==> src/u2u8_pkg.sv <==
`timescale 1ns / 1ps
// ----------------------------------------------------------------------------
// u2u8_pkg: shared types and constants for the UTF-16 to UTF-8 encoder
// Holds the command word passed from the front end to the byte serializer
// and the sizes of that word and of the command queue.
// ----------------------------------------------------------------------------
package u2u8_pkg;

    localparam int UNIT_W     = 16;
    localparam int BYTE_W     = 8;
    localparam int MAX_BYTES  = 4;
    localparam int IDX_W      = $clog2(MAX_BYTES);
    localparam int QUEUE_DEPTH = 2;
    localparam int QPTR_W     = $clog2(QUEUE_DEPTH);
    localparam int QCNT_W     = $clog2(QUEUE_DEPTH + 1);

    // One encoded code point: up to four bytes, first byte in slot 0,
    // last_idx is the slot of the final byte (byte count minus one).
    typedef struct packed {
        logic [MAX_BYTES-1:0][BYTE_W-1:0] bytes;
        logic [IDX_W-1:0]                 last_idx;
    } t_cmd;

endpackage

==> src/u2u8_front.sv <==
`timescale 1ns / 1ps
// ----------------------------------------------------------------------------
// u2u8_front: code unit classifier and UTF-8 byte builder
// Accepts one UTF-16 code unit per cycle unless the queue is full, pairs
// surrogates, and queues the UTF-8 bytes of each completed code point.
// ----------------------------------------------------------------------------
module u2u8_front (
    input  logic                          i_clk,
    input  logic                          i_rst_n,
    input  logic                          i_valid,
    output logic                          o_ready,
    input  logic [u2u8_pkg::UNIT_W-1:0]   i_code_unit,
    input  logic                          i_q_full,
    output logic                          o_push,
    output u2u8_pkg::t_cmd                o_cmd
);

    logic        r_pend_valid;
    logic [9:0]  r_pend_bits;
    logic        n_pend_valid;
    logic [9:0]  n_pend_bits;

    logic        accept;
    logic        is_high;
    logic        is_low;
    logic        pair;
    logic [20:0] cp;

    // classification
    assign o_ready = !i_q_full;
    assign accept  = i_valid && o_ready;
    assign is_high = (i_code_unit[15:10] == 6'b110110);
    assign is_low  = (i_code_unit[15:10] == 6'b110111);
    assign pair    = r_pend_valid && is_low;

    // code point: surrogate pair or the unit itself
    always_comb begin
        if (pair) begin
            cp = {1'b0, r_pend_bits, i_code_unit[9:0]} + 21'h10000;
        end else begin
            cp = {5'b0, i_code_unit};
        end
    end

    // push unless the unit is a high surrogate or an unpaired low one
    assign o_push = accept && !is_high && (!is_low || pair);

    // UTF-8 byte build
    always_comb begin
        o_cmd = '0;
        if (cp < 21'h80) begin
            o_cmd.bytes[0] = cp[7:0];
            o_cmd.last_idx = 2'd0;
        end else if (cp < 21'h800) begin
            o_cmd.bytes[0] = 8'hC0 | {3'b0, cp[10:6]};
            o_cmd.bytes[1] = 8'h80 | {2'b0, cp[5:0]};
            o_cmd.last_idx = 2'd1;
        end else if (cp < 21'h10000) begin
            o_cmd.bytes[0] = 8'hE0 | {4'b0, cp[15:12]};
            o_cmd.bytes[1] = 8'h80 | {2'b0, cp[11:6]};
            o_cmd.bytes[2] = 8'h80 | {2'b0, cp[5:0]};
            o_cmd.last_idx = 2'd2;
        end else begin
            o_cmd.bytes[0] = 8'hF0 | {5'b0, cp[20:18]};
            o_cmd.bytes[1] = 8'h80 | {2'b0, cp[17:12]};
            o_cmd.bytes[2] = 8'h80 | {2'b0, cp[11:6]};
            o_cmd.bytes[3] = 8'h80 | {2'b0, cp[5:0]};
            o_cmd.last_idx = 2'd3;
        end
    end

    // held high surrogate: any accepted unit other than a high one clears it
    always_comb begin
        n_pend_valid = r_pend_valid;
        n_pend_bits  = r_pend_bits;
        if (accept) begin
            n_pend_valid = is_high;
            n_pend_bits  = is_high ? i_code_unit[9:0] : 10'd0;
        end
    end

    always_ff @(posedge i_clk) begin
        if (!i_rst_n) begin
            r_pend_valid <= 1'b0;
            r_pend_bits  <= '0;
        end else begin
            r_pend_valid <= n_pend_valid;
            r_pend_bits  <= n_pend_bits;
        end
    end

endmodule

==> src/u2u8_queue.sv <==
`timescale 1ns / 1ps
// ----------------------------------------------------------------------------
// u2u8_queue: short command queue
// Two-entry FIFO between the front end and the serializer so that each
// side stalls on its own.
// ----------------------------------------------------------------------------
module u2u8_queue (
    input  logic            i_clk,
    input  logic            i_rst_n,
    input  logic            i_push,
    input  u2u8_pkg::t_cmd  i_cmd,
    input  logic            i_pop,
    output logic            o_full,
    output logic            o_empty,
    output u2u8_pkg::t_cmd  o_head
);

    u2u8_pkg::t_cmd                    r_mem [u2u8_pkg::QUEUE_DEPTH];
    logic [u2u8_pkg::QPTR_W-1:0]       r_wr_ptr;
    logic [u2u8_pkg::QPTR_W-1:0]       r_rd_ptr;
    logic [u2u8_pkg::QCNT_W-1:0]       r_count;
    logic [u2u8_pkg::QCNT_W-1:0]       n_count;

    assign o_full  = (r_count == u2u8_pkg::QCNT_W'(u2u8_pkg::QUEUE_DEPTH));
    assign o_empty = (r_count == '0);
    assign o_head  = r_mem[r_rd_ptr];

    // occupancy
    always_comb begin
        n_count = r_count;
        if (i_push && !i_pop) begin
            n_count = r_count + 1'b1;
        end else if (!i_push && i_pop) begin
            n_count = r_count - 1'b1;
        end
    end

    // pointers
    always_ff @(posedge i_clk) begin
        if (!i_rst_n) begin
            r_wr_ptr <= '0;
            r_rd_ptr <= '0;
            r_count  <= '0;
        end else begin
            if (i_push) begin
                r_wr_ptr <= r_wr_ptr + 1'b1;
            end
            if (i_pop) begin
                r_rd_ptr <= r_rd_ptr + 1'b1;
            end
            r_count <= n_count;
        end
    end

    // storage
    always_ff @(posedge i_clk) begin
        if (i_push) begin
            r_mem[r_wr_ptr] <= i_cmd;
        end
    end

endmodule

==> src/u2u8_back.sv <==
`timescale 1ns / 1ps
// ----------------------------------------------------------------------------
// u2u8_back: byte serializer
// Walks the queue's head command into the output register one byte per
// cycle unless stalled; flags the final byte, pops the command after it.
// ----------------------------------------------------------------------------
module u2u8_back (
    input  logic                          i_clk,
    input  logic                          i_rst_n,
    input  logic                          i_q_empty,
    input  u2u8_pkg::t_cmd                i_head,
    output logic                          o_pop,
    output logic                          o_valid,
    input  logic                          i_ready,
    output logic [u2u8_pkg::BYTE_W-1:0]   o_out_byte,
    output logic                          o_last_byte
);

    logic                         r_valid;
    logic [u2u8_pkg::BYTE_W-1:0]  r_byte;
    logic                         r_last;
    logic [u2u8_pkg::IDX_W-1:0]   r_idx;
    logic                         advance;
    logic                         load;
    logic                         is_last;

    // output register free or being emptied this cycle
    assign advance = !r_valid || i_ready;
    assign load    = advance && !i_q_empty;
    assign is_last = (r_idx == i_head.last_idx);
    assign o_pop   = load && is_last;

    assign o_valid     = r_valid;
    assign o_out_byte  = r_byte;
    assign o_last_byte = r_last;

    // byte index and output valid
    always_ff @(posedge i_clk) begin
        if (!i_rst_n) begin
            r_valid <= 1'b0;
            r_idx   <= '0;
        end else begin
            if (advance) begin
                r_valid <= !i_q_empty;
            end
            if (load) begin
                r_idx <= is_last ? '0 : r_idx + 1'b1;
            end
        end
    end

    // output payload
    always_ff @(posedge i_clk) begin
        if (load) begin
            r_byte <= i_head.bytes[r_idx];
            r_last <= is_last;
        end
    end

endmodule

==> src/utf16_to_utf8_encoder.sv <==
`timescale 1ns / 1ps
// ----------------------------------------------------------------------------
// utf16_to_utf8_encoder: UTF-16 code units in, UTF-8 bytes out
// Takes one code unit per word and sends the UTF-8 bytes of each completed
// code point, one byte per output word, with o_last_byte on the final one.
// ----------------------------------------------------------------------------
// A unit yields one to three bytes for a BMP character, four for a
// surrogate pair (counted on the low surrogate), none for a held high
// surrogate or a dropped lone low surrogate. The output side moves one
// byte per cycle while the receiver is ready, and that serializer sets
// the sustained rate; a two-entry command queue lets new units be taken
// while earlier bytes are still going out, so up to two encoded code
// points plus the byte in the output register can be in flight. A zero
// unit gives one zero byte and drops any held high surrogate; a high
// surrogate not followed by a low one is dropped without output. A
// unit's bytes pass through a queue entry into the output register.
// ----------------------------------------------------------------------------
module utf16_to_utf8_encoder (
    input  logic                          i_clk,
    input  logic                          i_rst_n,
    input  logic                          i_valid,
    output logic                          o_ready,
    input  logic [u2u8_pkg::UNIT_W-1:0]   i_code_unit,
    output logic                          o_valid,
    input  logic                          i_ready,
    output logic [u2u8_pkg::BYTE_W-1:0]   o_out_byte,
    output logic                          o_last_byte
);

    logic            q_push;
    logic            q_pop;
    logic            q_full;
    logic            q_empty;
    u2u8_pkg::t_cmd  q_in;
    u2u8_pkg::t_cmd  q_head;

    // classifier and byte builder
    u2u8_front u_front (
        .i_clk       (i_clk),
        .i_rst_n     (i_rst_n),
        .i_valid     (i_valid),
        .o_ready     (o_ready),
        .i_code_unit (i_code_unit),
        .i_q_full    (q_full),
        .o_push      (q_push),
        .o_cmd       (q_in)
    );

    // command queue
    u2u8_queue u_queue (
        .i_clk   (i_clk),
        .i_rst_n (i_rst_n),
        .i_push  (q_push),
        .i_cmd   (q_in),
        .i_pop   (q_pop),
        .o_full  (q_full),
        .o_empty (q_empty),
        .o_head  (q_head)
    );

    // byte serializer
    u2u8_back u_back (
        .i_clk       (i_clk),
        .i_rst_n     (i_rst_n),
        .i_q_empty   (q_empty),
        .i_head      (q_head),
        .o_pop       (q_pop),
        .o_valid     (o_valid),
        .i_ready     (i_ready),
        .o_out_byte  (o_out_byte),
        .o_last_byte (o_last_byte)
    );

endmodule

==> config.mk <==
export PLATFORM = sky130hd
export DESIGN_NAME = utf16_to_utf8_encoder
export DESIGN_NICKNAME = d
export VERILOG_FILES = /design/src/u2u8_pkg.sv /design/src/u2u8_front.sv /design/src/u2u8_queue.sv /design/src/u2u8_back.sv /design/src/utf16_to_utf8_encoder.sv
export SDC_FILE = /design/constraint.sdc
export NUM_CORES = 1
export LEC_CHECK = 0
export CAP_MARGIN = 20
export CELL_PAD_IN_SITES_DETAIL_PLACEMENT = 0
export CELL_PAD_IN_SITES_GLOBAL_PLACEMENT = 1
export CORE_MARGIN = 3
export CORE_UTILIZATION = 52
export CTS_CLUSTER_SIZE = 24
export DETAILED_ROUTE_END_ITERATION = 10
export DONT_BUFFER_PORTS = 1
export GPL_TIMING_DRIVEN = 0
export PLACE_DENSITY_LB_ADDON = 0.12
export SLEW_MARGIN = 10
export SYNTH_ARGS = -nofsm -noshare
export SYNTH_HDL_FRONTEND = slang
export SYNTH_SLANG_ARGS = --single-unit
export TNS_END_PERCENT = 100
==> constraint.sdc <==
create_clock -name i_clk -period 3 [get_ports i_clk]
set_input_delay 0.15 -clock i_clk [delete_from_list [all_inputs] [get_ports i_clk]]
set_output_delay 0.15 -clock i_clk [all_outputs]
set_load 0.01 [all_outputs]
==> impl_results.md <==
- Routability cong.: 0.818
- Via count: 2455
- Achievable Freq: 0.364 GHz
- Max clock buf depth: 2
- Post-synth EDFFs: 69
- Hold Slack: 0.0145 ns
- Largest net degree at the start of global routing: 31
- Worst slew margin: 49.7%
- GRT Total Usage: 20.7%
- Avg Inst Size Synth: 13.5 um2
- DR iter-0 viols: 208
- Worst-path maximum fanout: 10
- Leakage power: 1.49 nW
- N_diodes: 0
- Crit path buf inv count: 3
- Worst path arrival time: 2.85 ns
- Layout cell share with drive strength beyond 1: 14.6%
- Status: completed
- Asr flop ratio synth: 0%
- Syn Nets: 317
- Core Region: 7330 um2
- Max-Cap Viols: 0
- Synth area leader: edfxtp_1
- Sink Count: 88
- P&R area growth vs syn: 11.6%
- Max incr delay on CP: 0.38 ns
- Clk_lat worst skew: 0.36 ns
- Worst-path clk slew: 0.09 ns
- Crit. End Element: flip-flop
- Period utilisation layout: 91.7%
- Power Density: 636 nW/um2
- Residual DRC: 0
- Syn Std Cell Area: 3970 um2
- Routed Antenna Nets: 0
- Synth Register Bits: 88
- Final wirelength: 8.42 mm
- Wire per inst: 19.9 um
- CTS Root Cell: clkbuf_8
- Number of global-route vias before repair: 2483
- Worst VDD drop: 312 uV
- Die Area: 8720 um2
- R2R Setup Slk: 0.25 ns
- Post CTS Setup Buffer Count: 0
- Post-layout net count: 340
- Port bufs: 0
- RSZ-0062 raised after global routing: false
- Dpl hpwl: 5.77 mm
- Mapped Cells: 295
- Clock H-tree levels: 3
- Final clock skew: 0.0135 ns
- GRT Residual Overflow: 0
- Post-synth top flop: edfxtp_1
- Fillers: 593
- Proportion of synthesized chip area in sequential cells: 61.8%
- Yosys top cell area share: 52.2%
- Die Wd: 93.4 um
- # IOs: 31
- Final Max Slew Viols: 0
- CP delay by family, top: buffers and inverters
- Hold Violations, Final: 0
- Router iterations before antenna repair: 4
- Minimum clock period: 2.75 ns
- Initial antenna violation count: 0
- Rows: 31
- Crit start category: flip-flop
- Yosys cell types: 50
- TritonCTS clock tree: built
- Setup tns final: 0 ns
- Total CTS buffers: 9
- Req. time, crit path: 3.10 ns
- Die height: 93.4 um
- Worst path most repeated cell: clkbuf_1
- CP Cell Sequence: ha_1 -> and3b_1 -> o211a_1 -> nand2b_1 -> clkbuf_1 -> inv_1 -> clkbuf_1 -> nor3_1 -> a211o_1
- Worst hold path class: in -> reg
- Final setup fails: 0
- CP Class: reg -> reg
- Routed vias/inst: 5.82
- Top cells by area, synth: edfxtp_1 52%, dfxtp_1 9.6%, mux4_2 7.4%, nand2_1 2.6%, and2_1 2.4%
- Synth warnings: 0
- Worst-Margin Slew: 0.755 ns
- Slowest library cell on the worst path: dfxtp_1
- First-pass GRT wire length: 13.4 mm
- Starting density of the core: 54.2%
-- cell usage in the layout, fill, tap and decap left out, drive strengths merged, types with 8 or more instances in the layout --
master	count
dfxtp	19
clkbuf	24
nor2	10
mux4	13
nand2	27
edfxtp	69
nor2b	9
o21ai	9
nand3	8
and2	15
dlygate4sd3	11
-- metal layers --
metal / global-route usage [%] / vias to the layer above / part of all wire [%]
li1: - / 1170 / -
met1: 27.9 / 1201 / 44
met2: 32.3 / 76 / 50
met3: 5.71 / 8 / 5.1
met4: 7.33 / 0 / 0.77
met5: 0 / - / 0
-- synthesized netlist by cell type, types with 6 or more instances --
library cell / n
a21boi_0: 6
and2_1: 15
nor2b_1: 9
edfxtp_1: 69
clkbuf_1: 14
dfxtp_1: 19
nand3_1: 8
o21ai_0: 9
mux2_2: 7
a22oi_1: 7
nand2_1: 27
mux4_2: 13
nor2_1: 10
-- cell families (layout without fill, tap and decap cells) --
group / after synthesis / in the layout / share of synthesized area [%]
and+or+nand+nor: 97 / 97 / 13.5
AOI/OAI and AO/OA: 56 / 56 / 10.0
muxes: 25 / 25 / 10.6
adders and majority gates: 2 / 2 / 0.630
DFF: 88 / 88 / 61.8
buffers and inverters: 20 / 48 / 1.92
xor gates and xnor gates: 7 / 7 / 1.54
-- path summary, 6_finish.rpt --
kind,start,end,cells past startpoint
setup / recovery,u_front.r_pend_bits[6],u_queue.r_mem[1][12],9
hold / removal,i_code_unit[6],u_queue.r_mem[0][18],2
setup reg to reg,u_front.r_pend_bits[6],u_queue.r_mem[1][12],9
hold reg to reg,u_front.r_pend_bits[5],u_front.r_pend_bits[5],2
-- metrics by stage --
stage | std cells | worst slack [ns] | instance area, um2 | total power [W] | util [%]
after floorplan | 295 | 0.243 | 3970 | 0.00190 | -
after global placement | 394 | -0.714 | 4100 | 0.00200 | 55.9
after detailed placement | 395 | 0.171 | 4120 | 0.00203 | 56.3
after CTS | 422 | 0.155 | 4430 | 0.00284 | 60.4
after global routing | 422 | 0.0742 | 4430 | 0.00294 | 60.4
final | 422 | 0.250 | 4430 | 0.00282 | 60.4
-- what timing repair did --
| item | CTS | global route |
|---|---|---|
| hold buffers | 11 | 0 |
| endpoints found under the hold margin | 15 | 0 |
| gates resized for setup | 0 | 2 |
| setup endpoints to repair | 0 | 2 |
-- area by class of cell --
class / count / area, um2 / area share [%]
plain buffers: 15 / 58.8 / 1.33
inverters: 5 / 18.8 / 0.424
clock buffers: 10 / 128 / 2.88
well taps: 99 / 124 / 2.80
multi-input cells: 187 / 1450 / 32.8
clock inverters: 6 / 67.6 / 1.52
flip-flops and latches: 88 / 2450 / 55.4
repair buffers: 12 / 130 / 2.94
-- state kept, by name (all words and copies together) (netlist names), named ones only --
| signal | count |
|---|---|
| u_queue.r_mem | 60 |
| u_front.r_pend_bits | 10 |
| u_back.o_out_byte | 8 |
| u_back.r_idx | 2 |
| u_queue.r_count | 2 |
| u_back.o_last_byte | 1 |
| u_back.o_valid | 1 |
| u_front.r_pend_valid | 1 |
| u_queue.r_rd_ptr | 1 |
| u_queue.r_wr_ptr | 1 |
-- power by group --
part	total, W	internal [W]	switching, W	leakage (nW)
registers	0.00156	0.00149	0.0000708	0.776
clock network	0.000813	0.000390	0.000424	0.0933
logic	0.000442	0.000203	0.000239	0.616
total	0.00282	0.00208	0.000734	1.49
Power figures use the tool's default switching activity.
